## src/hw/rtl/wcf_fifo.sv

```systemverilog
// ----------------------------------------------------------------------------
// wcf_fifo: small synchronous queue
// Register based FIFO with push/full and pop/empty sides.
// ----------------------------------------------------------------------------
module wcf_fifo #(
   parameter int WIDTH = 8,
   parameter int DEPTH = 2
) (
   input  logic             clock,
   input  logic             reset,
   input  logic             push,
   input  logic [WIDTH-1:0] push_data,
   output logic             full,
   input  logic             pop,
   output logic [WIDTH-1:0] pop_data,
   output logic             empty
);
   localparam int PTRW = (DEPTH > 1) ? $clog2(DEPTH) : 1;
   localparam int CNTW = $clog2(DEPTH + 1);

   logic [WIDTH-1:0] data_ff [DEPTH];
   logic [PTRW-1:0]  wr_ptr_ff, wr_ptr_in, rd_ptr_ff, rd_ptr_in;
   logic [CNTW-1:0]  count_ff, count_in;
   logic             do_push, do_pop;

   assign full     = (count_ff == CNTW'(DEPTH));
   assign empty    = (count_ff == '0);
   assign do_push  = push && !full;
   assign do_pop   = pop && !empty;
   assign pop_data = data_ff[rd_ptr_ff];

   // pointer and fill count
   always_comb begin
      wr_ptr_in = wr_ptr_ff;
      rd_ptr_in = rd_ptr_ff;
      count_in  = count_ff;
      if (do_push) begin
         wr_ptr_in = (wr_ptr_ff == PTRW'(DEPTH - 1)) ? '0 : wr_ptr_ff + 1'b1;
      end
      if (do_pop) begin
         rd_ptr_in = (rd_ptr_ff == PTRW'(DEPTH - 1)) ? '0 : rd_ptr_ff + 1'b1;
      end
      if (do_push && !do_pop) begin
         count_in = count_ff + 1'b1;
      end else if (do_pop && !do_push) begin
         count_in = count_ff - 1'b1;
      end
   end

   always_ff @(posedge clock) begin
      if (reset) begin
         wr_ptr_ff <= '0;
         rd_ptr_ff <= '0;
         count_ff  <= '0;
      end else begin
         wr_ptr_ff <= wr_ptr_in;
         rd_ptr_ff <= rd_ptr_in;
         count_ff  <= count_in;
      end
   end

   // storage
   always_ff @(posedge clock) begin
      if (do_push) begin
         data_ff[wr_ptr_ff] <= push_data;
      end
   end

endmodule

```

## config.mk

```make
export PLATFORM = sky130hd
export DESIGN_NAME = wcf_fifo
export DESIGN_NICKNAME = d
export VERILOG_FILES = /design/src/hw/rtl/wcf_fifo.sv
export SDC_FILE = /design/constraint.sdc
export NUM_CORES = 1
export LEC_CHECK = 0
export BUFFER_PORTS_ARGS = -buffer_cell sky130_fd_sc_hd__buf_2
export CAP_MARGIN = 20
export CORE_AREA = 2 2 44 50
export DETAILED_ROUTE_END_ITERATION = 8
export DIE_AREA = 0 0 46 52
export GPL_TIMING_DRIVEN = 0
export PLACE_DENSITY = 0.79
export SYNTH_ARGS = -nofsm -noshare
export SYNTH_HDL_FRONTEND = slang
export SYNTH_SLANG_ARGS = --single-unit
```

## constraint.sdc

```tcl
create_clock -name clock -period 1.4 [get_ports clock]
set_input_delay 0.07 -clock clock [delete_from_list [all_inputs] [get_ports clock]]
set_output_delay 0.07 -clock clock [all_outputs]
set_load 0.02 [all_outputs]
```

# ---- Yosys cells after proc, flatten, opt, wreduce, memory -nomap -nowiden
# Memories as Yosys holds them, arrays and structs flattened. A register that Yosys moved wholly into a read port is not among the register bits.
# Cells that the tools add are included.
# Widths: inputs -> output; s select.
dict set report word_totals {
  memories 1
  word_cells 27
  latch_bits 0
  out_inout_bits 10
  rom_bits 0
  register_bits 4
  mem_bits_rw 16
}
dict set report op_classes {
  eq_ne 1
  div 0
  muxes 8
  order_cmp 0
  shifts 0
  mul 0
  addsub 4
  reduce_logical 10
  bitwise 0
}
# memory depth width rd rd_ports_with_merged_regs write_ports line_no
set memory_table {}
lappend memory_table {data_ff 2 8 1 1 1 21} ;# logic [WIDTH-1:0] data_ff [DEPTH];
# operator n
set op_table {}
lappend op_table {{$mux 1} 6}
lappend op_table {{$logic_and 1x1->1} 4}
lappend op_table {{$logic_not 1->1} 4}
lappend op_table {{$mux 2} 2}
lappend op_table {{$add 1x1->1 const B} 2}
lappend op_table {{$add 2x1->2 const B} 1}
lappend op_table {{$eq 2x2->1 const B} 1}
lappend op_table {{$logic_not 2->1} 1}
lappend op_table {{$reduce_bool 2->1} 1}
lappend op_table {{$sub 2x1->2 const B} 1}

# ---- Depth between registers and ports, before layout
dict set report depth {
  ltp_word 7
  depth_mapped 6
  depth_no_buf 6
}

# ---- Least setup slack after synthesis
# Ideal clock, no wire load.
dict set report synth_path {
  path_type {flip-flop to flip-flop}
  start {register count_ff[1]}
  end {register count_ff[1]}
  path_buffers 0
  arrival_time_ns 1.517
  stages_incl_launch_ff 6
  path_slack_ns -0.187
  path_cell_list {dfxtp_1 nor2b_2 nor2_1 ha_1 or3_1 a21oi_1}
}
dict set report synth_via {
  elab_chain_cells 6
  word_cells_on_any_way 15
}
# element line_no
set synth_rtl {}
lappend synth_rtl {{start, declared} 23} ;# logic [CNTW-1:0] count_ff, count_in;
lappend synth_rtl {{start signal, assigned} 58} ;# count_ff <= count_in;
lappend synth_rtl {{$eq 2x2->1 (*)} 26} ;# assign full = (count_ff == CNTW'(DEPTH));
lappend synth_rtl {{named net full} 13} ;# output logic full,
lappend synth_rtl {{$logic_not 1->1 (*)} 28} ;# assign do_push = push && !full;
lappend synth_rtl {{$logic_and 1x1->1 (*)} 28}
lappend synth_rtl {{$logic_not 1->1} 45} ;# end else if (do_pop && !do_push) begin
lappend synth_rtl {{$logic_and 1x1->1} 45}
lappend synth_rtl {{$reduce_bool 2->1 (no line)} --}
# The timed path passes the listed nets; every way through them passes the cells marked *. The select of a mux whose other input is x is not followed.
# A chain may end at the register's enable or synchronous reset.

# ---- Final worst setup path
dict set report layout_path {
  start {register count_ff[0]}
  end {register count_ff[1]}
}
dict set report layout_via {
  elab_chain_cells 6
  word_cells_on_any_way 15
}
# element line_no
set layout_rtl {}
lappend layout_rtl {{$eq 2x2->1 / $logic_not 2->1 (equally long branches)} {26, 27}}
lappend layout_rtl {{$logic_not 1->1, on equally long branches} {28, 29}}
lappend layout_rtl {{$logic_and 1x1->1, on equally long branches} {28, 29}}
lappend layout_rtl {{$logic_not 1->1, on equally long branches} {45, 43}}
lappend layout_rtl {{$logic_and 1x1->1, on equally long branches} {45, 43}}
lappend layout_rtl {{$reduce_bool 2->1 (no line) / $mux 2 (equally long branches)} --}
# Parallel ways exist; a longest one is shown, timed or not. The select of a mux whose other input is x is not followed.

==> results.json <==
{
  "outcome": "finished, violations left",
  "violations": "negative setup slack",
  "drive_gt1_share_pct": 51.2,
  "cp-start-kind": "register",
  "tightest_slew_ps": 361,
  "grt_pass1_wl_um": 2040,
  "slew_headroom_pct": 75.9,
  "rsz0062_at_grt": "true",
  "dp_cells": 90,
  "placed_area_um2": 930,
  "fin_skew_ps": 1.17,
  "dp_hpwl_um": 839,
  "cts_tree": "built",
  "crit_type": "register to register",
  "syn_nets": 63,
  "synth-seq-cells": 21,
  "synth_top_area_share_pct": 60.6,
  "place.gp.congestion": 0.731,
  "nets": 100,
  "syn_area_per_cell_um2": 15.9,
  "dieArea_mm2": 0.00239,
  "max_freq_mhz": 700,
  "maxCapViolCount": 0,
  "routed_via_density": 4.71,
  "critPathMaxFanout": 5,
  "drc": 0,
  "overflow": 0,
  "fin_crit_sh_pct": 102,
  "multi_input_area_um2": 218,
  "ios": 22,
  "final_cells": 105,
  "seq_power_share_pct": 46.6,
  "fillCellCount": 171,
  "htreeDepth": 1,
  "cp_slowest_cell": "dfxtp_4",
  "vias": 495,
  "synth_area_um2": 793,
  "wl_per_cell_um": 12.1,
  "drt_iter0_markers": 11,
  "clock-root-buffer": "clkbuf_4",
  "crit_chain": "o21ai_2, ha_2, or3_1, a21oi_2",
  "slowest_delay_ps": 390,
  "peakVddDrop_v": 0.000849,
  "yosys_warnings": 0,
  "synth_cell_types": 13,
  "rows": 17,
  "arrival_ps": 1670,
  "cts_buffers": 3,
  "cts_buffer_depth": 2,
  "period_needed_ps": 1430,
  "cp-end-kind": "register",
  "start_util_pct": 41.4,
  "worst_skew_pair.late_latency_ps": 300,
  "finish.instance_area_mm2": 0.00108,
  "power_frac_clock_pct": 15.0,
  "hold_viol": 0,
  "switching_share_pct": 33.0,
  "hp-class": "input port to register",
  "drt_first_pass_iters": 3,
  "die_x_um": 46,
  "port_buffers": 21,
  "yosys.area.top_type": "edfxtp_1",
  "crit_required_ps": 1640,
  "p_int_mw": 1.25,
  "clkTransAtPathRegs_ps": 110,
  "first_global_vias": 514,
  "antenna_cells": 0,
  "seqCellArea_um2": 586,
  "die_y_um": 52,
  "setup_ws_ps": -27.8,
  "p_sw_mw": 0.615,
  "routed_wl_um": 1270,
  "grt_max_degree": 13,
  "ant_nets": 0,
  "area_growth_syn_to_layout_pct": 36.6,
  "core_area_mm2": 0.00191,
  "powerDensity_mw_per_mm2": 1720,
  "slew_viol_final": 0,
  "synth_area_leaders": "edfxtp_1 (61%), dfxtp_1 (13%), mux2_2 (11%)",
  "grtUsageTotal_pct": 12.6,
  "dp_slack_ps": -151,
  "syn_inst": 50,
  "yosysSeqAreaShare_pct": 73.2,
  "total_leakage_power_nw": 0.435,
  "power_frac_comb_pct": 38.5,
  "setup_viol": 1,
  "antenna_found_initial": 0,
  "cts.sinks": 21
}
## sequential cells by signal, summed over array words and instances (netlist names), named ones only
register and flops:
data_ff 16, count_ff 2, rd_ptr_ff 1, wr_ptr_ff 1
## cell usage after synthesis (all sizes together)
| library cell | instances |
|---|---|
| inv | 2 |
| a21oi | 2 |
| nor2b | 1 |
| buf | 1 |
| edfxtp | 16 |
| dfxtp | 5 |
| ha | 1 |
| o21ai | 3 |
| xor2 | 3 |
| and2 | 1 |
| mux2 | 8 |
| or3 | 2 |
| nor2 | 5 |
## metrics by stage
step | util [%] | setup TNS [ps] | power, mW | hold WS (ps)
finish | 56.6 | -27.8 | 1.86 | 129
CTS | 56.2 | -29.7 | 1.86 | 120
global placement | 48.6 | -86.6 | 1.47 | 259
floorplan | - | -63.5 | 1.32 | 132
detailed placement | 48.6 | -151 | 1.49 | 264
global route | 56.6 | -100 | 1.99 | 153
## path summary, 6_finish.rpt
path                     from           to  slack, ps  depth (start not counted)
setup / recovery  count_ff[0]  count_ff[1]        -30                          4
hold / removal            pop     register        130                          4
setup reg to reg  count_ff[0]  count_ff[1]        -30                          4
hold reg to reg     wr_ptr_ff    wr_ptr_ff        500                          2
## layout by cell type, fill, tap and decap left out, drive strengths merged
cell and n:
nor2 5, clkbuf 3, inv 2, dlygate4sd3 9, xor2 3, clkinv 1
o21ai 3, buf 24, mux2 8, ha 1, nor2b 1, edfxtp 16
dfxtp 5, or3 2, and2 1, a21oi 2
## worst max-delay path: cells and delay by family, from the launching register on
| family | cells | cell delay, ps |
|---|---|---|
| flip-flops | 1 | 390 |
| AND/OR/NAND/NOR | 1 | 360 |
| AO/OA/AOI/OAI | 2 | 320 |
| adder cells (fa/ha/maj) | 1 | 300 |
## power by group through the flow
stage / Sequential, mW / Combinational [mW] / Clock (mW)
after floorplan: 0.859 / 0.460 / 0
after global placement: 0.866 / 0.604 / 0
after global routing: 0.878 / 0.791 / 0.317
after CTS: 0.865 / 0.703 / 0.293
after detailed placement: 0.875 / 0.618 / 0
final: 0.868 / 0.717 / 0.279
## cell families (layout without fill, tap and decap cells)
logic type	after synthesis	after routing	synth area share [%]
DFF	21	21	73.2
AOI/OAI and AO/OA	5	5	3.15
adders and majority gates	1	1	1.58
buffers and inverters	3	39	1.58
xor gates and xnor gates	3	3	3.31
muxes	8	8	11.4
and+or+nand+nor	9	9	5.84
## timing repair
item | 4_1_cts | 5_1_grt
buffers inserted | 2 | 0
endpoints found under the setup margin | 9 | 18
resized for setup | 6 | 3
hold buffers | 9 | 0
pin swaps | 3 | 0
hold endpoints to repair | 21 | 0
## metal layers
layer / GRT usage, % / up-vias / share of wire (%)
li1: - / 252 / -
met1: 11.7 / 218 / 39
met2: 22.5 / 20 / 51
met3: 3.82 / 5 / 6.0
met4: 8.57 / 0 / 3.2
met5: 0 / - / 0
## layout make-up
class / count / share of cell area, %
flip-flops and latches: 21 / 54.0
multi-input cells: 26 / 20.1
repair buffers: 32 / 19.4
well taps: 19 / 2.19
clock buffers: 3 / 2.08
plain buffers: 1 / 1.04
inverters: 2 / 0.693
clock inverters: 1 / 0.462
Note: power is estimated with default switching activity, not from simulation.
