### src/hw/rtl/wcf_pkg.sv
// ----------------------------------------------------------------------------
// wcf_pkg: shared types and constants of the window convolution filter
// Field widths, register codes, filter modes and the words passed between
// the front end, the job queue and the convolution engine.
// ----------------------------------------------------------------------------
package wcf_pkg;

   // fixed widths
   localparam int ROW_BITS      = 14;
   localparam int COL_BITS      = 13;
   localparam int GEO_W_BITS    = 14;
   localparam int GEO_H_BITS    = 13;
   localparam int LIN_BITS      = 28;
   localparam int RING_BITS     = 3;
   localparam int MODE_BITS     = 2;
   localparam int GAIN_BITS     = 4;
   localparam int PIX_BITS      = 24;
   localparam int CSR_IDX_BITS  = 3;
   localparam int CSR_DATA_BITS = 13;

   // register indexes
   localparam logic [CSR_IDX_BITS-1:0] CSR_FILTER_MODE  = 3'd0;
   localparam logic [CSR_IDX_BITS-1:0] CSR_IMAGE_WIDTH  = 3'd1;
   localparam logic [CSR_IDX_BITS-1:0] CSR_IMAGE_HEIGHT = 3'd2;
   localparam logic [CSR_IDX_BITS-1:0] CSR_CONTOUR_GAIN = 3'd3;
   localparam logic [CSR_IDX_BITS-1:0] CSR_SHARPEN_GAIN = 3'd4;

   // filter modes (the unused code behaves as blur)
   localparam logic [MODE_BITS-1:0] MODE_BLUR    = 2'd0;
   localparam logic [MODE_BITS-1:0] MODE_CONTOUR = 2'd1;
   localparam logic [MODE_BITS-1:0] MODE_SHARPEN = 2'd2;

   // register reset values
   localparam logic [MODE_BITS-1:0] RST_FILTER_MODE  = MODE_BLUR;
   localparam logic [11:0]          RST_IMAGE_WIDTH  = 12'd640;
   localparam logic [12:0]          RST_IMAGE_HEIGHT = 13'd480;
   localparam logic [GAIN_BITS-1:0] RST_CONTOUR_GAIN = 4'd3;
   localparam logic [GAIN_BITS-1:0] RST_SHARPEN_GAIN = 4'd3;

   localparam logic [7:0] PIX_MAX = 8'd255;

   // effective geometry and gains seen by the engine
   typedef struct packed {
      logic [GEO_W_BITS-1:0] width;
      logic [GEO_H_BITS-1:0] height;
      logic [GAIN_BITS-1:0]  contour_gain;
      logic [GAIN_BITS-1:0]  sharpen_gain;
   } cfg_type;

   // one output pixel to compute
   typedef struct packed {
      logic [ROW_BITS-1:0]  row;
      logic [COL_BITS-1:0]  col;
      logic [RING_BITS-1:0] ring;
      logic [MODE_BITS-1:0] mode;
      logic                 last;
   } job_type;

   // line store write
   typedef struct packed {
      logic                 en;
      logic [RING_BITS-1:0] ring;
      logic [COL_BITS-1:0]  col;
      logic [PIX_BITS-1:0]  data;
   } store_wr_type;

   // result word
   typedef struct packed {
      logic       frame_last;
      logic [7:0] red;
      logic [7:0] green;
      logic [7:0] blue;
   } out_word_type;

endpackage

### src/hw/rtl/wcf_front.sv
// ----------------------------------------------------------------------------
// wcf_front: input front end
// Holds the registers, tracks input and output raster positions, writes
// pixels into the line store and issues one job per output pixel.
// ----------------------------------------------------------------------------
module wcf_front
   import wcf_pkg::*;
#(
   parameter int MAX_WIDTH   = 2048,
   parameter int WINDOW_SIZE = 5
) (
   input  logic                     clock,
   input  logic                     reset,
   input  logic                     accept,
   input  logic [7:0]               blue_in,
   input  logic [7:0]               green_in,
   input  logic [7:0]               red_in,
   input  logic                     is_pad,
   input  logic                     csr_write,
   input  logic [CSR_IDX_BITS-1:0]  csr_index,
   input  logic [CSR_DATA_BITS-1:0] csr_wdata,
   output cfg_type                  cfg,
   output store_wr_type             store_wr,
   output logic                     job_push,
   output job_type                  job
);
   localparam int                    RAD       = WINDOW_SIZE / 2;
   localparam logic [RING_BITS-1:0]  RING_LAST = RING_BITS'(WINDOW_SIZE - 1);
   localparam logic [GEO_W_BITS-1:0] MAX_W     = GEO_W_BITS'(MAX_WIDTH);

   logic [MODE_BITS-1:0] filter_mode_ff;
   logic [11:0]          image_width_ff;
   logic [12:0]          image_height_ff;
   logic [GAIN_BITS-1:0] contour_gain_ff, sharpen_gain_ff;

   logic [COL_BITS-1:0]  in_col_ff, in_col_in, out_col_ff, out_col_in;
   logic [ROW_BITS-1:0]  in_row_ff, in_row_in, out_row_ff, out_row_in;
   logic [RING_BITS-1:0] in_ring_ff, in_ring_in, out_ring_ff, out_ring_in;

   logic [GEO_W_BITS-1:0] w;
   logic [GEO_H_BITS-1:0] h;
   logic [1:0]            rad;
   logic                  clr, in_live, ignore, iwrap, owrap, emit, last;
   logic [COL_BITS-1:0]   ic, oc, ic_n, oc_n;
   logic [ROW_BITS-1:0]   ir, orow, ir_n, or_n;
   logic [RING_BITS-1:0]  iring, oring, iring_n, oring_n;
   logic [GEO_W_BITS-1:0] ic_inc, oc_inc;
   logic [LIN_BITS-1:0]   in_lin, out_lin, lag;

   // effective geometry
   always_comb begin
      if (image_width_ff == '0) begin
         w = GEO_W_BITS'(1);
      end else if (GEO_W_BITS'(image_width_ff) > MAX_W) begin
         w = MAX_W;
      end else begin
         w = GEO_W_BITS'(image_width_ff);
      end
      h = (image_height_ff == '0) ? GEO_H_BITS'(1) : image_height_ff;
   end

   assign cfg.width        = w;
   assign cfg.height       = h;
   assign cfg.contour_gain = contour_gain_ff;
   assign cfg.sharpen_gain = sharpen_gain_ff;

   assign rad = (filter_mode_ff == MODE_CONTOUR) ? 2'd1 : 2'(RAD);

   // raster position update for one accepted word
   always_comb begin
      clr   = (out_row_ff >= ROW_BITS'(h));
      ic    = clr ? '0 : in_col_ff;
      ir    = clr ? '0 : in_row_ff;
      iring = clr ? '0 : in_ring_ff;
      oc    = clr ? '0 : out_col_ff;
      orow  = clr ? '0 : out_row_ff;
      oring = clr ? '0 : out_ring_ff;

      in_live = (ir < ROW_BITS'(h));
      ignore  = in_live && is_pad;

      ic_inc  = GEO_W_BITS'(ic) + 1'b1;
      iwrap   = (ic_inc >= w);
      ic_n    = iwrap ? '0 : ic_inc[COL_BITS-1:0];
      ir_n    = iwrap ? ir + 1'b1 : ir;
      iring_n = iwrap ? ((iring == RING_LAST) ? '0 : iring + 1'b1) : iring;

      in_lin  = LIN_BITS'(ir_n) * LIN_BITS'(w) + LIN_BITS'(ic_n);
      out_lin = LIN_BITS'(orow) * LIN_BITS'(w) + LIN_BITS'(oc);
      lag     = LIN_BITS'(rad) * LIN_BITS'(w) + LIN_BITS'(rad);
      emit    = !ignore && (in_lin > out_lin + lag);

      oc_inc  = GEO_W_BITS'(oc) + 1'b1;
      owrap   = (oc_inc >= w);
      oc_n    = owrap ? '0 : oc_inc[COL_BITS-1:0];
      or_n    = owrap ? orow + 1'b1 : orow;
      oring_n = owrap ? ((oring == RING_LAST) ? '0 : oring + 1'b1) : oring;
      last    = (or_n >= ROW_BITS'(h));

      in_col_in   = in_col_ff;
      in_row_in   = in_row_ff;
      in_ring_in  = in_ring_ff;
      out_col_in  = out_col_ff;
      out_row_in  = out_row_ff;
      out_ring_in = out_ring_ff;
      if (accept) begin
         if (ignore) begin
            in_col_in   = ic;
            in_row_in   = ir;
            in_ring_in  = iring;
            out_col_in  = oc;
            out_row_in  = orow;
            out_ring_in = oring;
         end else if (emit && last) begin
            in_col_in   = '0;
            in_row_in   = '0;
            in_ring_in  = '0;
            out_col_in  = '0;
            out_row_in  = '0;
            out_ring_in = '0;
         end else begin
            in_col_in   = ic_n;
            in_row_in   = ir_n;
            in_ring_in  = iring_n;
            out_col_in  = emit ? oc_n : oc;
            out_row_in  = emit ? or_n : orow;
            out_ring_in = emit ? oring_n : oring;
         end
      end
   end

   // line store write and job issue
   assign store_wr.en   = accept && in_live && !is_pad;
   assign store_wr.ring = iring;
   assign store_wr.col  = ic;
   assign store_wr.data = {red_in, green_in, blue_in};

   assign job_push = accept && emit;
   assign job.row  = orow;
   assign job.col  = oc;
   assign job.ring = oring;
   assign job.mode = filter_mode_ff;
   assign job.last = last;

   // counters
   always_ff @(posedge clock) begin
      if (reset) begin
         in_col_ff   <= '0;
         in_row_ff   <= '0;
         in_ring_ff  <= '0;
         out_col_ff  <= '0;
         out_row_ff  <= '0;
         out_ring_ff <= '0;
      end else begin
         in_col_ff   <= in_col_in;
         in_row_ff   <= in_row_in;
         in_ring_ff  <= in_ring_in;
         out_col_ff  <= out_col_in;
         out_row_ff  <= out_row_in;
         out_ring_ff <= out_ring_in;
      end
   end

   // configuration registers
   always_ff @(posedge clock) begin
      if (reset) begin
         filter_mode_ff  <= RST_FILTER_MODE;
         image_width_ff  <= RST_IMAGE_WIDTH;
         image_height_ff <= RST_IMAGE_HEIGHT;
         contour_gain_ff <= RST_CONTOUR_GAIN;
         sharpen_gain_ff <= RST_SHARPEN_GAIN;
      end else if (csr_write) begin
         unique case (csr_index)
            CSR_FILTER_MODE:  filter_mode_ff  <= csr_wdata[MODE_BITS-1:0];
            CSR_IMAGE_WIDTH:  image_width_ff  <= csr_wdata[11:0];
            CSR_IMAGE_HEIGHT: image_height_ff <= csr_wdata[12:0];
            CSR_CONTOUR_GAIN: contour_gain_ff <= csr_wdata[GAIN_BITS-1:0];
            CSR_SHARPEN_GAIN: sharpen_gain_ff <= csr_wdata[GAIN_BITS-1:0];
            default: ;
         endcase
      end
   end

endmodule

### config.mk
export PLATFORM = sky130hd
export DESIGN_NAME = wcf_front
export DESIGN_NICKNAME = d
export VERILOG_FILES = /design/src/hw/rtl/wcf_pkg.sv /design/src/hw/rtl/wcf_front.sv
export SDC_FILE = /design/constraint.sdc
export NUM_CORES = 1
export LEC_CHECK = 0
export BUFFER_PORTS_ARGS = -buffer_cell sky130_fd_sc_hd__buf_2
export CORE_AREA = 2 2 287 289
export CTS_BUF_LIST = sky130_fd_sc_hd__clkbuf_8
export DETAILED_ROUTE_END_ITERATION = 8
export DIE_AREA = 0 0 289 291
export PLACE_DENSITY = 0.52
export SYNTH_ARGS = -nofsm -noshare
export SYNTH_HDL_FRONTEND = slang
export SYNTH_SLANG_ARGS = --single-unit
### constraint.sdc
create_clock -name clock -period 20.5 [get_ports clock]
set_clock_uncertainty 0.15 [all_clocks]
set_input_delay 3.075 -clock clock [delete_from_list [all_inputs] [get_ports clock]]
set_output_delay 3.075 -clock clock [all_outputs]
set_load 0.02 [all_outputs]
# --- Word-level counts from Yosys, hierarchy flattened ---
# Cells that the tools add are included.
classes:
  addsub: 10
  mul: 3
  n_div: 0
  magnitude_cmp: 7
  eq_ne: 7
  shift: 0
  n_mux: 33
  bitwise_logic: 0
  reduce_logical: 16
ops:
  columns: ["operator", "count"]
  rows:
  - ["$mux 13", 10]
  - ["$mux 14", 9]
  - ["$add 28x13->28", 2]
  - ["$mul 14x14->28", 2]
  - ["$mux 3", 11]
  - ["$add 13x1->14 const B", 2]
  - ["$add 14x1->14 const B", 2]
  - ["$add 28x17->28", 1]
  - ["$ge 14x13->1", 2]
  - ["$ge 14x14->1", 2]
  - ["$gt 28x28->1", 1]
  - ["$mux 12", 2]
  - ["$add 16x2->17", 1]
  - ["$mul 2x14->16", 1]
  - ["$lt 14x13->1", 1]
  - ["$logic_not 13->1", 1]
  - ["$gt 12x12->1 const B", 1]
  - ["$logic_not 12->1", 1]
  - ["$reduce_and 2->1", 5]
  - ["$eq 3x3->1 const B", 3]
  - ["$add 3x1->3 const B", 2]
  - ["$eq 3x2->1 const B", 2]
  - ["$logic_and 1x1->1", 6]
  - ["$eq 3x1->1 const B", 1]
  - ["other kinds (4)", 5]
word_totals:
  ff_bits: 95
  latchBits: 0
  mem_bits_rw: 0
  rom_bits: 0
  inputBits: 45
  out_inout_bits: 110
  wordCells: 87
  mem_count: 0

# --- Logic depth before layout (Yosys ltp) ---
# Gate-level depths: netlist of the first run.
logic_depth:
  word_depth: 14
  ltp_mapped: 61

# --- Worst setup path before layout of the first run ---
# No wires, ideal clock.
synth_path:
  kind: "register to output"
  from: "register image_height_ff[11]"
  to: "output port job_push"
  t_arrival_ps: 12444
  required_time_ps: 17275
  setup_slack_ps: 4831
  stages_incl_launch_ff: 57
  path_cell_list: "dfxtp_1 > nor4_1 > a31o_2 > ha_1 > nand2b_1 > a211oi_1 > o211a_1 > o21a_2 > buf_4 > buf_2 > buf_2 > buf_2 > clkbuf_1 > and2_1 > ha_1 > nand3_1 > nor2_1 > xnor2_1 > [21 not listed] > a21oi_1 > o21ai_0 > or4_1 > nor2_1 > o21ai_0 > a41oi_1 > a21oi_1 > a311o_1 > ha_1 > nand4_1 > or3_1 > nor4_1 > o41ai_1 > a21boi_1 > nor2b_1 > buf_2 > nand2_1 > inv_1"
synth_rtl:
  columns: ["element", "line", "text"]
  rows:
  - ["from (decl)", "wcf_front.sv:33", "logic [12:0] image_height_ff;"]
  - ["from (signal assigned)", "wcf_front.sv:176", "CSR_IMAGE_HEIGHT: image_height_ff <= csr_wdata[12:0];"]
  - ["to (decl)", "wcf_front.sv:24", "output logic job_push,"]

# --- Worst setup path after layout of the first run ---
layout_path:
  from: "register image_height_ff[8]"
  to: "output port job_push"
layout_via:
  elab_chain_len: 12
  word_cells_on_any_way: 23
  cone_classes: "add/sub: 5; mul: 2; order compare: 4; mux: 7; reduce/logical: 5"
layout_lines:
  columns: ["element", "line", "text"]
  rows:
  - ["$logic_not 13->1", "wcf_front.sv:59", "h = (image_height_ff == '0) ? GEO_H_BITS'(1) : image_height_ff;"]
  - ["$mux 13 *", "wcf_front.sv:59", null]
  - ["$ge 14x13->1", "wcf_front.sv:71", "clr = (out_row_ff >= ROW_BITS'(h));"]
  - ["$mux 13", "wcf_front.sv:72", "ic = clr ? '0 : in_col_ff;"]
  - ["$add 13x1->14", "wcf_front.sv:82", "ic_inc = GEO_W_BITS'(ic) + 1'b1;"]
  - ["$ge 14x14->1", "wcf_front.sv:83", "iwrap = (ic_inc >= w);"]
  - ["$mux 14", "wcf_front.sv:85", "ir_n = iwrap ? ir + 1'b1 : ir;"]
  - ["$mul 14x14->28", "wcf_front.sv:88", "in_lin = LIN_BITS'(ir_n) * LIN_BITS'(w) + LIN_BITS'(ic_n);"]
  - ["$add 28x13->28", "wcf_front.sv:88", null]
  - ["$gt 28x28->1", "wcf_front.sv:91", "emit = !ignore && (in_lin > out_lin + lag);"]
  - ["$logic_and 1x1->1 *", "wcf_front.sv:91", null]
  - ["$logic_and 1x1->1 *", "wcf_front.sv:138", "assign job_push = accept && emit;"]
# Every way passes the cells marked *; elsewhere a longest branch is shown, timed or not.

==> implementation parameters, run 1 <==
Parameter                              Value

Logic synthesis
  Netlist area before placement    20100 um2
  Fraction of synthesized area in multiplexers    0.727%
  Predominant post-synthesis flop cell    sky130_fd_sc_hd__dfxtp_1
  Number of flops mapped to enable cells by yosys    0
  Post-Syn Instances    2487
  Post-synth cell types    86
  Compound-Gate Fraction of Synth Area    10.6%
  Area share of and/or/nand/nor cells after synthesis    17.5%
  Dominant combinational cell family by area after synthesis    adder cells
  Cell taking the most area after synthesis    sky130_fd_sc_hd__fa_1
  Asr flop ratio synth    0%
  Synth Area in Adders    45.7%
  Cell types with the largest area share after synthesis    sky130_fd_sc_hd__fa_1, sky130_fd_sc_hd__ha_1, sky130_fd_sc_hd__dfxtp_1, sky130_fd_sc_hd__inv_1, sky130_fd_sc_hd__nand2_1
  XOR/XNOR Fraction of Synth Area    4.08%
  Top cell type's share of synthesized area    28.8%
  Per-instance average area after synthesis    8.10 um2
  Yosys reg bits    95
  Sequential-to-total area share from yosys stat    9.44%
  Yosys warning total    0

Place
  Worst setup slack before clock tree synthesis    3340 ps
  Dpl hpwl    52300 um
  Number of input and output port buffers inserted    103
  Global placer's final weighted congestion    0.887

Drt
  Routed length per instance    17.7 um
  Routed WL    63900 um
  Number of vias per cell    4.64
  Count of nets left with antenna violations after detail routing    0
  Number of DRC markers after the initial detailed-route iteration    1198
  First drt pass iteration count    5
  Post-route DRC violation count    0
  Routed via count    16800

Global route
  Number of antenna violations at the first check in global routing    1
  Largest net degree at the start of global routing    49
  Via count of the first global-routing pass    17000
  GRT Overall Usage    15.6%
  Global-route wire length before repair    101000 um
  Grt ovf    0

Clock tree
  Insertion delay of the later-clocked pin in the worst-skew pair    430 ps
  TritonCTS clock tree    done
  Setup Buffers After CTS    0
  Bufs on Longest Clock Path    2
  CTS Hold Bufs    0
  Clock edge transition at the registers on the reported setup and hold paths    110 ps
  Number of buffers added by the clock tree synthesis step    9
  CTS sink cnt    95
  Root cell of the clock tree    sky130_fd_sc_hd__clkbuf_8
  Post-cts repair resize count    0
  CTS H-tree lvls    3

Worst setup path
  Worst-path maximum fanout    26
  Longest individual stage delay on the worst path    770 ps
  CP max-delay cell    sky130_fd_sc_hd__xnor2_1
  Length in cells of the worst reg-to-reg path    50
  Type of destination of the critical path    primary output
  CP required    17280 ps
  Endpoint arrival time on the critical path    14520 ps
  Logic depth of the worst setup path including buffers    50
  Worst path bufs/invs    5
  Worst Setup Start Kind    flip-flop
  Cell class contributing the biggest share of worst-path delay    compound AO/OA/AOI/OAI gates
  Crit Path Class    flip-flop to primary output

STA
  Worst-margin pin slew    972 ps
  Fin. max-slew vios    0
  Period Utilization, post-route    86.6%
  Fin. Hold Viols    0
  Min Clock Period, post-route    17750 ps
  Relative slew slack    34.7%
  Smallest setup slack after layout    2750 ps
  Endpoints failing setup    0
  Final setup TNS    0 ps
  Setup repair after global routing missed its margin    no
  Fmax    56.4 MHz

Floorplanning
  Die X    289 um
  Die area    84100 um2
  DIE HEIGHT    291 um
  Number of rows in the core area    105
  Number of top-level design ports    155
  Core area    81200 um2
  Starting utilization of the core area    24.8%

Hold path
  Type of the tightest min-delay check    flip-flop to flip-flop
  Worst hold stages    2

Layout
  Area growth, synth to finish    8.98%
  Proportion of layout cells with a drive suffix above 1    7.28%
  Commonest cells after routing, fill and taps aside    sky130_fd_sc_hd__inv_1, sky130_fd_sc_hd__nand2_1, sky130_fd_sc_hd__fa_1
  Final layout net count    3143
  Commonest non-fill, non-tap cell in the layout    sky130_fd_sc_hd__inv_1

Outcome
  Result of the run    finished clean

Power
  Maximum vdd ir drop    0.0000263 V
  Reported leakage power    0.0108 uW
  Total power consumption of the routed design    453 uW
  Power density over the cells    20.7 nW/um2

Run
  Maxcap violations    0
==> layer usage <==
layer | wire, um | global-route usage (%)
met4 | 1440 | 3.95
met2 | 30100 | 26.0
met5 | 0 | 0
met3 | 3310 | 1.65
met1 | 29000 | 21.5
==> state kept, by name (all words and copies together) (netlist names) <==
register,cells
contour_gain_ff,4
filter_mode_ff,2
image_height_ff,13
image_width_ff,12
in_col_ff,13
in_ring_ff,3
in_row_ff,14
out_col_ff,13
out_ring_ff,3
out_row_ff,14
sharpen_gain_ff,4
==> final timing paths <==
path | start | endpoint | slack, ps
worst max register to register | image_height_ff[8] | out_col_ff[8] | 5640
worst min-delay path | in_ring_ff[0] | in_ring_ff[0] | 310
worst max-delay path | image_height_ff[8] | job_push | 2750
worst min register to register | in_ring_ff[0] | in_ring_ff[0] | 310
==> layout make-up <==
| cell class | count | area [um2] |
|---|---|---|
| Antenna cell | 2 | 5.00 |
| Multi-Input combinational cell | 1814 | 16000 |
| Tap cell | 1070 | 1340 |
| Fill cell | 8935 | 59200 |
| Sequential cell | 95 | 1900 |
| Clock inverter | 7 | 72.6 |
| Clock buffer | 9 | 124 |
| Timing Repair Buffer | 134 | 748 |
| Inverter | 482 | 1810 |
==> kinds of logic (layout without fill, tap and decap cells) <==
| kind of cell | Yosys count | after routing |
|---|---|---|
| buffers and inverters | 603 | 632 |
| AO/OA/AOI/OAI | 325 | 325 |
| XOR/XNOR | 93 | 93 |
| flip-flops | 95 | 95 |
| adder cells (fa/ha/maj) | 562 | 562 |
| multiplexers | 14 | 14 |
| AND/OR/NAND/NOR | 793 | 793 |
| other | 2 | 29 |
==> through the flow <==
step | util (%) | hold WS, ps | instances | cell area [um2]
floorplan | - | 267 | 2512 | 20200
global placement | 26.8 | 281 | 3595 | 21700
detailed placement | 26.8 | 292 | 3595 | 21700
CTS | 27.0 | 319 | 3611 | 21900
global route | 27.0 | 347 | 3612 | 21900
finish | 27.0 | 312 | 3613 | 22000
==> synth_stat cells (5+ instances only) <==
library cell	n
sky130_fd_sc_hd__a31oi_1	14
sky130_fd_sc_hd__o211ai_1	12
sky130_fd_sc_hd__a21oi_1	92
sky130_fd_sc_hd__xor2_1	24
sky130_fd_sc_hd__a211oi_1	11
sky130_fd_sc_hd__o21bai_1	9
sky130_fd_sc_hd__buf_4	32
sky130_fd_sc_hd__nor4_1	12
sky130_fd_sc_hd__o21a_1	10
sky130_fd_sc_hd__nand3_1	36
sky130_fd_sc_hd__or2_2	7
sky130_fd_sc_hd__nor2b_1	14
sky130_fd_sc_hd__inv_1	470
sky130_fd_sc_hd__nand4_1	22
sky130_fd_sc_hd__nand2b_1	12
sky130_fd_sc_hd__fa_1	290
sky130_fd_sc_hd__nor3_1	32
sky130_fd_sc_hd__and3_1	10
sky130_fd_sc_hd__nand2_1	360
sky130_fd_sc_hd__buf_2	11
sky130_fd_sc_hd__a21o_1	21
sky130_fd_sc_hd__xnor2_1	68
sky130_fd_sc_hd__nor2_1	225
sky130_fd_sc_hd__and2_1	31
sky130_fd_sc_hd__ha_1	272
sky130_fd_sc_hd__mux2i_1	12
sky130_fd_sc_hd__clkbuf_1	75
sky130_fd_sc_hd__o21ai_0	70
sky130_fd_sc_hd__dfxtp_1	95
sky130_fd_sc_hd__o31ai_1	5
sky130_fd_sc_hd__a22o_1	16
sky130_fd_sc_hd__a22oi_1	12
sky130_fd_sc_hd__clkinv_1	11
==> worst register-to-register path: cells and delay by family (launching register included) <==
kind	cells	cell delay, ps
compound gates	19	4770
simple gates	16	4470
fa+ha+maj	10	3970
xor+xnor	2	900
flops	1	340
buf+inv	3	150
==> power breakdown <==
| group | total [uW] | leakage (uW) | switching, uW | internal [uW] |
|---|---|---|---|---|
| Clock | 133 | 0.0000966 | 85.7 | 47.7 |
| Sequential | 191 | 0.000767 | 3.62 | 187 |
| Combinational | 129 | 0.00995 | 84.8 | 44.5 |
| Total | 453 | 0.0108 | 174 | 279 |
Power figures use the tool's default switching activity.
==> inputs of run 2 (changes only) <==
--- a/config.mk
+++ b/config.mk
@@ -5,12 +5,14 @@
 export SDC_FILE = /design/constraint.sdc
 export NUM_CORES = 1
 export LEC_CHECK = 0
-export BUFFER_PORTS_ARGS = -buffer_cell sky130_fd_sc_hd__buf_2
 export CORE_AREA = 2 2 287 289
 export CTS_BUF_LIST = sky130_fd_sc_hd__clkbuf_8
+export CTS_CLUSTER_SIZE = 24
 export DETAILED_ROUTE_END_ITERATION = 8
 export DIE_AREA = 0 0 289 291
-export PLACE_DENSITY = 0.52
+export DONT_BUFFER_PORTS = 1
+export PLACE_DENSITY = 0.5
+export SETUP_SLACK_MARGIN = 0.5
 export SYNTH_ARGS = -nofsm -noshare
 export SYNTH_HDL_FRONTEND = slang
 export SYNTH_SLANG_ARGS = --single-unit
==> run 2 against run 1 <==
Compared with the run above: clock power up 12%; power up 1.8%; worst hold slack worse by 1.3 ps; sequential share of layout area up 0.19 points; global-route usage up 0.16 points; flip-flop and latch count unchanged; final cell count down 2.8%; non-clock buffer count down 101; first-iteration DRC count down 20%; critical path type unchanged; critical endpoint unchanged; largest cell class unchanged; highest routed layer unchanged.
==> implementation parameters, run 2 (same netlist as run 1, synthesis figures left out) <==
Parameter                              Value

Outcome
  Result of the run    finished clean

Clock tree
  TritonCTS clock tree    done
  Number of buffers added by the clock tree synthesis step    9 (unchanged)
  Bufs on Longest Clock Path    2 (unchanged)
  CTS Hold Bufs    0 (unchanged)
  CTS sink cnt    95 (unchanged)
  Root cell of the clock tree    sky130_fd_sc_hd__clkbuf_8
  Post-cts repair resize count    0 (unchanged)
  CTS H-tree lvls    3 (unchanged)
  Setup Buffers After CTS    0 (unchanged)
  Insertion delay of the later-clocked pin in the worst-skew pair    430 ps (about the same)
  Clock edge transition at the registers on the reported setup and hold paths    110 ps (about the same)

Drt
  Routed WL    64700 um (+1.3%)
  Post-route DRC violation count    0 (unchanged)
  First drt pass iteration count    7 (+2)
  Number of vias per cell    4.63 (-0.11%)
  Count of nets left with antenna violations after detail routing    0 (unchanged)
  Routed via count    16300 (-2.9%)
  Number of DRC markers after the initial detailed-route iteration    956 (-20%)
  Routed length per instance    18.4 um (+4.2%)

Floorplanning
  Starting utilization of the core area    24.8% (unchanged)
  Number of rows in the core area    105 (unchanged)
  DIE HEIGHT    291 um (unchanged)
  Die area    84100 um2 (unchanged)
  Number of top-level design ports    155 (unchanged)
  Die X    289 um (unchanged)
  Core area    81200 um2 (unchanged)

STA
  Worst-margin pin slew    1010 ps (+34.3 ps)
  Fmax    57.8 MHz (+2.6%)
  Smallest setup slack after layout    3200 ps (+448 ps)
  Relative slew slack    32.4% (-2.3 points)
  Min Clock Period, post-route    17300 ps (-448 ps)
  Final setup TNS    0 ps (unchanged)
  Endpoints failing setup    0 (unchanged)
  Setup repair after global routing missed its margin    no
  Fin. Hold Viols    0 (unchanged)
  Fin. max-slew vios    0 (unchanged)
  Period Utilization, post-route    84.4% (-2.2 points)
  Worst slack on hold paths    311 ps (-1.31 ps)

Global route
  Global-route wire length before repair    101000 um (-0.42%)
  GRT Overall Usage    15.8% (+0.16 points)
  Grt ovf    0 (unchanged)
  Largest net degree at the start of global routing    69 (+41%)
  Via count of the first global-routing pass    16800 (-1.5%)
  Number of antenna violations at the first check in global routing    3 (+2)

Hold path
  Type of the tightest min-delay check    flip-flop to flip-flop

Place
  Worst setup slack before clock tree synthesis    3770 ps (+427 ps)
  Global placer's final weighted congestion    0.871 (-1.9%)
  Dpl hpwl    52600 um (+0.71%)
  Number of input and output port buffers inserted    0 (-100%)
  Inst Count DP    3494 (-2.8%)
  Post-DP Area    21300 um2 (-2.2%)

Layout
  Finished Cell Area    21500 um2 (-2.1%)
  Largest registers    in_row_ff (14), out_row_ff (14)
  Proportion of layout cells with a drive suffix above 1    3.48% (-3.8 points)
  Area growth, synth to finish    6.67%
  Commonest cells after routing, fill and taps aside    sky130_fd_sc_hd__inv_1, sky130_fd_sc_hd__nand2_1, sky130_fd_sc_hd__fa_1
  Commonest non-fill, non-tap cell in the layout    sky130_fd_sc_hd__inv_1
  Final layout net count    3042 (-3.2%)
  Number of non-filler instances in the completed layout    3513 (-2.8%)

Worst setup path
  Endpoint arrival time on the critical path    14070 ps (-450 ps)
  CP max-delay cell    sky130_fd_sc_hd__a221oi_4
  Longest individual stage delay on the worst path    620 ps (-150 ps)
  Crit Path Class    flip-flop to primary output
  Type of destination of the critical path    primary output
  Worst-path maximum fanout    68 (+160%)
  Cell class contributing the biggest share of worst-path delay    compound AO/OA/AOI/OAI gates
  Worst path bufs/invs    7 (+2)
  Worst Setup Start Kind    flip-flop
  CP required    17280 ps (about the same)

Power
  Power density over the cells    21.5 nW/um2 (+4.0%)
  Maximum vdd ir drop    0.0000326 V (+24%)
  Reported leakage power    0.0103 uW (-4.4%)

Run
  Maxcap violations    0 (unchanged)
-- run 2: cell count changes in the layout (fill, tap and decap cells not counted), sizes merged --
cell | before | now
buf | 134 | 33
clkinv | 14 | 12
inv | 474 | 476
bufinv | 0 | 1
clkinvlp | 1 | 0
diode | 2 | 3
-- run 2: worst paths after layout --
| kind | startpoint | endpoint | slack [ps] | depth (start not counted) |
|---|---|---|---|---|
| worst max register to register | image_height_ff[3] | out_col_ff[9] | 5870 | 50 |
| worst max-delay path | image_height_ff[3] | job_push | 3200 | 48 |
| worst min register to register | in_ring_ff[2] | in_ring_ff[2] | 310 | 2 |
| worst min-delay path | in_ring_ff[2] | in_ring_ff[2] | 310 | 2 |
-- run 2: routing by layer --
| metal | GRT usage, % | vias to the layer above | wire length [um] |
|---|---|---|---|
| met2 | 26.3 | 493 | 30300 |
| li1 | - | 7718 | - |
| met3 | 3.71 | 100 | 5360 |
| met4 | 5.13 | 0 | 2120 |
| met1 | 19.9 | 7970 | 26900 |
| met5 | 0 | - | 0 |
-- run 2: cell type report --
cell class	instances	area (um2)
Fill cell	8928	59700
Multi-Input combinational cell	1814	16000
Sequential cell	95	1900
Inverter	482	1810
Tap cell	1070	1340
Timing Repair Buffer	33	248
Clock buffer	9	124
Clock inverter	7	95.1
Antenna cell	3	7.51
-- run 2: metrics by stage --
step                total power [uW]  utilization (%)
floorplan                        287                -
global placement                 317             26.2
detailed placement               317             26.2
CTS                              468             26.5
global route                     488             26.5
finish                           462             26.5
-- run 2: power by group --
| group | leakage [uW] | internal [uW] | switching [uW] | total, uW |
|---|---|---|---|---|
| Clock | 0.000111 | 60.5 | 88.8 | 149 |
| Sequential | 0.000767 | 187 | 4.81 | 192 |
| Combinational | 0.00946 | 41.4 | 79.0 | 120 |
| Total | 0.0103 | 289 | 173 | 462 |
-- run 2: worst reg2reg max path, delay by kind of cell, from the launching register on --
family | cells | cell delay [ps]
compound gates | 17 | 4860
xor+xnor | 2 | 780
fa+ha+maj | 9 | 3660
buf+inv | 7 | 1380
flops | 1 | 410
simple gates | 15 | 3320
==> inputs of run 3 (changes only) <==
==> constraint.sdc (replaced) <==
create_clock -name clock -period 15.95 [get_ports clock]
set_clock_uncertainty 0.15 [all_clocks]
set_input_delay 2.3925 -clock clock [delete_from_list [all_inputs] [get_ports clock]]
set_output_delay 2.3925 -clock clock [all_outputs]
set_load 0.02 [all_outputs]
==> run 3 against run 2 <==
Compared with the run above: non-clock buffer count grew 36; global-route usage grew 0.31 points; final cell count grew 0.94%; critical path depth grew 2; critical path type unchanged; largest power group unchanged.
==> implementation parameters, run 3 (same netlist as run 1, synthesis figures left out) <==
Parameter                              Value

Global route
  Largest net degree at the start of global routing    49 (-29%)
  GRT Overall Usage    16.1% (+0.31 points)
  Global-route wire length before repair    103000 um (+2.2%)
  Via count of the first global-routing pass    16700 (-0.25%)
  Number of antenna violations at the first check in global routing    0 (-3)
  Grt ovf    0 (unchanged)

STA
  Endpoints failing setup    0 (unchanged)
  Worst-margin pin slew    1100 ps (+89.7 ps)
  Relative slew slack    26.7% (-5.8 points)
  Final setup TNS    0 ps (unchanged)
  Smallest setup slack after layout    1140 ps (-2060 ps)
  Setup repair after global routing missed its margin    no
  Fmax    67.5 MHz
  Min Clock Period, post-route    14810 ps
  Fin. max-slew vios    0 (unchanged)
  Period Utilization, post-route    92.8%
  Fin. Hold Viols    0 (unchanged)

Clock tree
  CTS Hold Bufs    0 (unchanged)
  Insertion delay of the later-clocked pin in the worst-skew pair    390 ps (-40 ps)
  TritonCTS clock tree    done
  CTS H-tree lvls    3 (unchanged)
  CTS sink cnt    95 (unchanged)
  Bufs on Longest Clock Path    2 (unchanged)
  Number of buffers added by the clock tree synthesis step    9 (unchanged)
  Root cell of the clock tree    sky130_fd_sc_hd__clkbuf_8
  Clock edge transition at the registers on the reported setup and hold paths    100 ps (about the same)

Power
  Maximum vdd ir drop    0.0000276 V (-15%)
  Reported leakage power    0.0106 uW (+2.7%)
  Power density over the cells    25.6 nW/um2 (+19%)

Layout
  Largest registers    in_row_ff (14), out_row_ff (14)
  Final core utilization    27.1% (+0.63 points)
  Final layout net count    3078 (+1.2%)
  Number of non-filler instances in the completed layout    3546 (+0.94%)
  Commonest cells after routing, fill and taps aside    sky130_fd_sc_hd__inv_1, sky130_fd_sc_hd__nand2_1, sky130_fd_sc_hd__fa_1
  Ant diodes    0 (-3)
  Commonest non-fill, non-tap cell in the layout    sky130_fd_sc_hd__inv_1
  Area growth, synth to finish    9.19%
  Proportion of layout cells with a drive suffix above 1    6.22% (+2.7 points)

Worst setup path
  RR Startpoint    image_height_ff[3]
  Length in cells of the worst reg-to-reg path    52 (+4.0%)
  Worst-path maximum fanout    5 (-93%)
  Crit Path Class    flip-flop to primary output
  Type of destination of the critical path    primary output
  Longest individual stage delay on the worst path    540 ps (-80 ps)
  CP required    13410 ps (-3870 ps)
  Worst Setup Start Kind    flip-flop
  Cell class contributing the biggest share of worst-path delay    adder cells
  Worst path bufs/invs    7 (unchanged)
  Endpoint arrival time on the critical path    12270 ps (-1800 ps)
  CP max-delay cell    sky130_fd_sc_hd__or4_4
  Capture point of the worst reg-to-reg path    in_col_ff[9]
  Cell mode on critical path    sky130_fd_sc_hd__fa_1
  Slack of the worst reg-to-reg path    2440 ps (-3430 ps)

Drt
  Count of nets left with antenna violations after detail routing    0 (unchanged)
  Post-route DRC violation count    0 (unchanged)
  Number of DRC markers after the initial detailed-route iteration    978 (+2.3%)
  Routed WL    66100 um (+2.2%)
  Number of vias per cell    4.66 (+0.57%)
  First drt pass iteration count    5 (-2)
  Routed via count    16500 (+1.5%)
  Routed length per instance    18.6 um (+1.2%)

Place
  Inst Count DP    3507 (+0.37%)
  Global placer's final weighted congestion    0.891 (+2.3%)
  Worst setup slack before clock tree synthesis    291 ps (-3480 ps)
  Dpl hpwl    53300 um (+1.3%)
  Number of input and output port buffers inserted    0 (unchanged)

Floorplanning
  Number of rows in the core area    105 (unchanged)
  DIE HEIGHT    291 um (unchanged)
  Die area    84100 um2 (unchanged)
  Die X    289 um (unchanged)
  Starting utilization of the core area    24.8% (unchanged)
  Core area    81200 um2 (unchanged)
  Number of top-level design ports    155 (unchanged)

Hold path
  Launch point of the worst hold path    in_ring_ff[2]
  Type of the tightest min-delay check    flip-flop to flip-flop
  Worst hold stages    2 (unchanged)
  Endpoint of the worst hold path    in_ring_ff[2]

Outcome
  Result of the run    finished clean

Run
  Maxcap violations    0 (unchanged)
run 3: metal layers:
layer  track usage (%)  share of wire, %
met5                 0                 0
met2              27.0                47
met3              2.08               5.6
met4              4.64               3.0
met1              21.5                44
run 3: stage by stage:
stage	cell area (um2)	power [uW]	hold WS (ps)
after floorplan	20200	369	267
after global placement	21400	407	283
after detailed placement	21400	406	285
after CTS	21700	567	309
after global routing	22000	595	341
final	22000	563	303
run 3: worst reg2reg max path: cells and delay by family (launching register included):
family | cells | cell delay, ps
DFF | 1 | 380
buffers and inverters | 8 | 950
xor gates and xnor gates | 1 | 190
adders and majority gates | 10 | 3750
and+or+nand+nor | 18 | 3890
AOI/OAI and AO/OA | 15 | 4100
run 3: power breakdown:
part           internal, uW  total [uW]  switching [uW]
registers               240         247            6.40
logic                  53.2         156             103
clock network          65.1         160            95.0
total                   359         563             204
run 3: area by class of cell:
cell class | instances | area, um2
clock inverters | 5 | 33.8
inverters | 482 | 1810
well taps | 1070 | 1340
repair buffers | 69 | 558
multi-input cells | 1814 | 16200
flip-flops and latches | 95 | 1910
clock buffers | 11 | 151
fillers | 8913 | 59200
run 3: worst max path at each step:
stage / from / to / slack (ps) / depth (start not counted)
finish: image_height_ff[3] / job_push / 1140 / 50
global route: image_height_ff[10] / job_push / 460 / 52
floorplan: image_height_ff[11] / job_push / 960 / 56
detailed placement: image_height_ff[3] / job_push / 290 / 51
CTS: image_height_ff[3] / job_push / 570 / 49
global placement: image_height_ff[3] / job_push / 450 / 51
run 3: timing repair:
item	4_1_cts	5_1_grt
setup buffers	4	19
endpoints found under the setup margin	1	1
pin swaps	4	16
resized for setup	12	39
